[src/sv/ebalc_pkg.sv]
`timescale 1ns / 1ps
// ----------------------------------------------------------------------------
// Extent block allocator package
// Shared widths, codes, command and configuration types.
// ----------------------------------------------------------------------------
package ebalc_pkg;

  localparam int BN_W = 36;   // block number width
  localparam int FC_W = 37;   // free count width
  localparam int UB_W = 48;   // initial used bytes width
  localparam int N_W  = 19;   // run length width (up to 262144)
  localparam int CFG_W = 48;  // config write data width

  localparam int DEF_MAX_EXTENTS = 64;
  localparam int DEF_BLOCK_SHIFT = 12;

  typedef enum logic [1:0] {
    ACT_INIT  = 2'd0,
    ACT_ALLOC = 2'd1,
    ACT_FREE  = 2'd2,
    ACT_NOP   = 2'd3
  } action_t;

  typedef enum logic [1:0] {
    SC_ONE   = 2'd0,
    SC_512   = 2'd1,
    SC_256K  = 2'd2,
    SC_NONE  = 2'd3
  } size_class_t;

  typedef enum logic [1:0] {
    ST_OK         = 2'd0,
    ST_NO_SPACE   = 2'd1,
    ST_NOT_FOUND  = 2'd2,
    ST_TABLE_FULL = 2'd3
  } status_t;

  typedef enum logic [1:0] {
    REG_REGION_START = 2'd0,
    REG_REGION_END   = 2'd1,
    REG_USED_BYTES   = 2'd2,
    REG_FREE_BLOCKS  = 2'd3
  } reg_idx_t;

  typedef enum logic [2:0] {
    K_INIT,
    K_ALLOC,
    K_FREE,
    K_NOP,
    K_NO_SPACE,
    K_NOT_FOUND
  } kind_t;

  typedef enum logic [3:0] {
    S_IDLE,
    S_INIT,
    S_AL_RD0,
    S_AL_LD0,
    S_AL_FETCH,
    S_AL_EVAL,
    S_FR_RD,
    S_FR_EVAL,
    S_DEL_RD,
    S_DEL_WR,
    S_INS_RD,
    S_INS_WR,
    S_WR_A,
    S_WR_B,
    S_DONE
  } state_t;

  typedef struct packed {
    kind_t             kind;
    logic [BN_W-1:0]   lo;
    logic [BN_W:0]     hi;
    logic [N_W-1:0]    n;
  } cmd_t;

  typedef struct packed {
    logic [BN_W-1:0] low;
    logic [BN_W-1:0] high;
  } ext_t;

  typedef struct packed {
    logic [BN_W-1:0] region_start;
    logic [BN_W-1:0] region_end;
    logic [UB_W-1:0] used_bytes;
    logic [FC_W-1:0] free_init;
  } cfg_t;

  function automatic logic [N_W-1:0] run_blocks(input logic [1:0] sc);
    logic [N_W-1:0] r;
    case (size_class_t'(sc))
      SC_ONE:  r = N_W'(1);
      SC_512:  r = N_W'(512);
      SC_256K: r = N_W'(262144);
      default: r = '0;
    endcase
    return r;
  endfunction

endpackage

[src/sv/ebalc_front.sv]
`timescale 1ns / 1ps
// ----------------------------------------------------------------------------
// Extent allocator front end
// Accept items, classify them and hold them in a two-entry command queue.
// ----------------------------------------------------------------------------
module ebalc_front
  import ebalc_pkg::*;
(
  input  logic            clk,
  input  logic            rst,
  input  logic            push,
  output logic            full,
  input  logic [1:0]      action,
  input  logic [BN_W-1:0] block_number,
  input  logic [1:0]      size_class,
  output logic            cmd_valid,
  output cmd_t            cmd,
  input  logic            cmd_pop
);

  cmd_t           cls;
  logic [N_W-1:0] n;
  cmd_t           q [2];
  logic           wp;
  logic           rp;
  logic [1:0]     cnt;
  logic           do_push;
  logic           do_pop;

  always_comb begin
    n      = run_blocks(size_class);
    cls.lo = block_number;
    cls.n  = n;
    cls.hi = {1'b0, block_number} + {{(BN_W+1-N_W){1'b0}}, n} - (BN_W+1)'(1);
    case (action_t'(action))
      ACT_INIT:  cls.kind = K_INIT;
      ACT_ALLOC: cls.kind = (n == '0) ? K_NO_SPACE : K_ALLOC;
      ACT_FREE:  cls.kind = (n == '0) ? K_NOT_FOUND : K_FREE;
      default:   cls.kind = K_NOP;
    endcase
  end

  assign full      = (cnt == 2'd2);
  assign cmd_valid = (cnt != 2'd0);
  assign cmd       = q[rp];
  assign do_push   = push && !full;
  assign do_pop    = cmd_pop && cmd_valid;

  always_ff @(posedge clk) begin
    if (do_push) begin
      q[wp] <= cls;
    end
  end

  always_ff @(posedge clk) begin
    if (rst) begin
      wp  <= 1'b0;
      rp  <= 1'b0;
      cnt <= 2'd0;
    end else begin
      if (do_push) wp <= ~wp;
      if (do_pop)  rp <= ~rp;
      case ({do_push, do_pop})
        2'b10:   cnt <= cnt + 2'd1;
        2'b01:   cnt <= cnt - 2'd1;
        default: cnt <= cnt;
      endcase
    end
  end

endmodule

[config.mk]
export PLATFORM = sky130hd
export DESIGN_NAME = ebalc_front
export DESIGN_NICKNAME = d
export VERILOG_FILES = /design/src/sv/ebalc_pkg.sv /design/src/sv/ebalc_front.sv
export SDC_FILE = /design/constraint.sdc
export NUM_CORES = 1
export LEC_CHECK = 0
export ABC_AREA = 1
export BUFFER_PORTS_ARGS = -buffer_cell sky130_fd_sc_hd__clkbuf_2
export CORE_MARGIN = 4
export CORE_UTILIZATION = 50
export CTS_CLUSTER_DIAMETER = 30
export CTS_CLUSTER_SIZE = 30
export DETAILED_ROUTE_END_ITERATION = 8
export MAX_ROUTING_LAYER = met4
export PLACE_DENSITY = 0.81
export SLEW_MARGIN = 20
export SYNTH_ARGS = -nofsm -noshare
export SYNTH_HDL_FRONTEND = slang
export SYNTH_SLANG_ARGS = --single-unit
[constraint.sdc]
create_clock -name clk -period 10.57 [get_ports clk]
set_input_delay 2.114 -clock clk [delete_from_list [all_inputs] [get_ports clk]]
set_output_delay 2.114 -clock clk [all_outputs]
set_load 0.05 [all_outputs]
Yosys cells after proc, flatten, opt, wreduce, memory -nomap -nowiden:

Memory sizes are Yosys's and may differ from the RTL's. A register that Yosys moved wholly into a read port is not among the register bits.
Cells that the tools add are included.
Widths: inputs -> output; s select.

* word-level logic and storage cells: 34
* output and inout bits: 97
* flip-flop bits (word level): 4
* latch bits: 0
* memory bits (writable): 190
* bits in read-only memories: 0
* bits of input ports: 44
* memories kept: 1

* divide/modulo/power cells: 0
* add/subtract/negate cells: 4
* bitwise operators: 2
* shift operators: 0
* reductions and logical operators: 8
* equal/unequal tests: 7
* order comparisons: 0
* mux-type cells: 9
* $mul: 0

Memory list
* q: depth 2, bits a word 95, rd ports 1, clocked after Yosys merged registers in 1, wr ports 1, RTL line ebalc_front.sv:23 `cmd_t q [2];`

Operator list (number)
* $pmux 19 s3: 1
* $add 36x19->37: 1
* $sub 37x1->37 const B: 1
* $logic_not 19->1: 1
* $pmux 3 s3: 1
* $eq 2x2->1 const B: 4
* $eq 2x1->1 const B: 3
* $mux 3: 2
* $logic_not 2->1: 2
* $mux 1: 4
* $pmux 2 s2: 1
* $reduce_bool 2->1: 2
* $add 2x1->2 const B: 1
* $logic_and 1x1->1: 2
* $not 1->1: 2
* $sub 2x1->2 const B: 1
* $logic_not 1->1: 1

Logic depth before layout (Yosys ltp):

* depth in word-level cells: 5
* gate-level depth with buffers: 18

Least setup slack after synthesis:

No wires, ideal clock.

* path type: in2reg
* start: input push
* end: memory q[1][0] (netlist bit) (enable)
* library setup time: 0.519 ns
* stages: 2
* path buffers: 0
* arrival time: 5.617 ns
* data required time: 10.051 ns
* path slack: 4.435 ns
* path through: o21ai_0 > nor2_1

* cells in the longest elaborated chain, start to end: 3

RTL lines
* start, declared: RTL line ebalc_front.sv:11 `input logic push,`
* $logic_and 1x1->1: RTL line ebalc_front.sv:46 `assign do_push = push && !full;`
* $mux 1: RTL line ebalc_front.sv:50 `if (do_push) begin`
* $mux 1 (implied by the code): RTL line ebalc_front.sv:51 `q[wp] <= cls;`
* end, declared: RTL line ebalc_front.sv:23

Every way passes these cells.

==> summary.txt <==
Run status
  • Outcome: finished clean

CTS
  • Htree depth: 4
  • Reg clk slew, reported paths: approximately 70 ps
  • # hold bufs at CTS: 0
  • Clk sink count: between 150 and 200
  • CTS tree: yes
  • Max clock buf depth: 2
  • Clk_lat worst skew: 430 ps
  • CTS Buf Count: 17
  • Root buf cell: clkbuf_16
  • Post-CTS setup buffers: 0
  • PostCTS Resize Cnt: 0

Layout
  • Most common cell after layout, fill and taps aside: nand2_1
  • Ant diodes: 0
  • Most frequent cells in the layout: nand2_1, edfxtp_1, inv_1, clkbuf_2, mux2_2
  • Final net count: approximately 1100
  • Post-layout util: 0.5902
  • Share of layout cells above drive strength 1: 0.2483
  • Area grow syn2layout: 16.13%

Setup path
  • Critical Path Source Type: register
  • Crit Path Max Fanout: 79
  • Nature of the critical path endpoint: output pin
  • FF-to-FF Start: cnt[0]
  • Critical path data arrival time: roughly 2200 ps
  • Worst endpoint required time: about 8500 ps
  • Critical path class: reg -> out
  • Critical Path Sink: cmd[47]
  • Worst Reg2Reg Path Length in Cells: 3
  • Reg-to-Reg End: q[0][33]
  • FF-to-FF setup slack: between 8000 and 9000 ps

Timing
  • Fin Setup TNS: 0 ps
  • Max Fclk: 230.3 MHz
  • Slew HR: 0.2929
  • Fin. max-slew vios: 0
  • RSZ-0062 raised after global routing: no
  • Final Hold Viols: 0
  • Minimum clock period after layout: between 4000 and 5000 ps
  • Period utilisation layout: 0.4108
  • Final setup violation count: 0
  • Worst clock skew: 9.349 ps
  • Least-Margin Pin Slew: between 1000 and 1500 ps

Logic synthesis
  • Number of synthesized register bits: between 150 and 200
  • Synth area leaders: edfxtp_1, mux2_2, nand2_1
  • Synth area leader: edfxtp_1
  • Mapped cell area: between 8000 and 9000 µm²
  • Post-synth cell types: 26
  • Mapped Cells: between 800 and 900
  • Post-synth top area share: 0.5416
  • Sequential area share after synthesis: 0.5531
  • Syn_area_per_cell: 10.21 µm²
  • Syn. warnings: 0

Power
  • P_leak: around 4.6 nW
  • P_sw: ~0.83 mW
  • Combinational Power Share: 0.331
  • Net Sw Frac: 0.3810
  • Sequential power share: 0.399
  • Clock Power Share: 0.270
  • Power per cell area: 213.5 nW/µm²
  • Power Internal: around 1.3 mW
  • Maximum vdd drop: about 0.12 mV

Floorplanning
  • Core box area: 17240 µm²
  • Die extent in x: about 140 µm
  • # rows: 48
  • Initial core utilization: 0.5082
  • IO Pins: about 140
  • Die Area: about 20000 µm²
  • Die Ht: approximately 140 µm

Worst hold path
  • Hold path start: rp
  • Hold Path Cell Cnt: 2
  • Hold Path Class: reg -> reg

Global route
  • Largest net degree at the start of global routing: 80
  • Initial antenna violation count: 0
  • Vias in the first global route: slightly below 6000
  • All-Layer GR Usage: 0.1926
  • Global-route wire length before repair: about 29000 µm
  • GRT overflow: 0

Route
  • Vias after detailed routing: roughly 6100
  • Met2 WL: 8121 µm
  • DR iter-0 viols: 399
  • Routed WL: 18190 µm
  • Drt pass-1 iters: 5
  • Post-route ant nets: 0
  • M1 WL: around 9000 µm
  • WL met3: a little under 900 µm
  • DR DRC count: 0
  • Via density: between 4 and 5
  • Topmost layer with routed signal wires: met4
  • Wirelength per Cell: between 10 and 15 µm

Run
  • Max_cap viols: 0

Place
  • Detailed placement HPWL: roughly 13000 µm
  • Port bufs: around 120
  • GP Congestion: 0.9303
worst min path at each step:
stage                           to  slack (ps)
after floorplan           register         450
after global placement    register         460
after detailed placement  register         470
after CTS                 register         480
after global routing        cnt[1]         500
final                     register         480
metrics by stage:
stage	setup slack (ps)	area, µm²	hold slack [ps]	std cells	total power, mW
global route	6105	10170	502.4	1232	2.269
detailed placement	6016	9587	470.4	1199	1.600
CTS	6180	10140	480.3	1231	2.184
global placement	6072	9587	460.9	1199	1.587
floorplan	4435	8816	454.4	873	1.452
finish	6228	10170	482.3	1232	2.171
cell type report:
cell class | instances | area [µm²]
clock buffers | 18 | 429.2
clock inverters | 14 | 128.9
fillers | 1456 | 7064
inverters | 147 | 551.8
multi-input cells | 538 | 3269
flip-flops and latches | 163 | 4848
well taps | 225 | 281.5
repair buffers | 127 | 663.1
worst max-delay path, stage by stage (launching register included):
cell	delay, ps
dfxtp_4	1050
mux2_2	450
clkbuf_2	260
sequential cells by signal (all words and copies together), names as in the netlist, named ones only:
signal and flops:
cnt 2, q 158, wp 1, rp 1
power groups by stage:
stage	combinational, mW	clock [mW]	sequential (mW)
2_1_floorplan	0.598	0	0.854
3_3_place_gp	0.712	0	0.876
3_5_place_dp	0.719	0	0.882
4_1_cts	0.722	0.594	0.869
5_1_grt	0.769	0.624	0.877
6_report	0.719	0.586	0.866
per-layer routing:
| metal | up-vias | global-route usage |
|---|---|---|
| li1 | 3080 | - |
| met1 | 2859 | 0.2701 |
| met2 | 161 | 0.2888 |
| met3 | 20 | 0.03892 |
| met4 | 0 | 0.05099 |
| met5 | - | - |
cell families after synthesis:
family                     after synthesis  synth area share
and+or+nand+nor                        322            0.1498
buffers and inverters                  172           0.08185
DFF                                    163            0.5531
muxes                                   79            0.1016
AOI/OAI and AO/OA                       63           0.03728
adders and majority gates               40           0.05799
xor gates and xnor gates                18           0.01800
other                                    1         0.0004281
cell usage after synthesis:
| master | number |
|---|---|
| o21ai_0 | 20 |
| a21oi_1 | 38 |
| nor2_1 | 63 |
| inv_1 | 147 |
| xor2_1 | 17 |
| and2_1 | 1 |
| o21bai_1 | 4 |
| nor2_2 | 1 |
| mux2_2 | 79 |
| ha_1 | 39 |
| nor3b_1 | 1 |
| nand2_2 | 4 |
| nand3_1 | 23 |
| edfxtp_1 | 158 |
| nand3_2 | 5 |
| dfxtp_1 | 5 |
| conb_1 | 1 |
| nor3_1 | 12 |
| fa_1 | 1 |
| buf_2 | 9 |
| nand2_1 | 208 |
| nand4_1 | 3 |
| buf_4 | 16 |
| or2_2 | 1 |
| a31oi_1 | 1 |
| xnor2_1 | 1 |
Power figures use the tool's default switching activity.
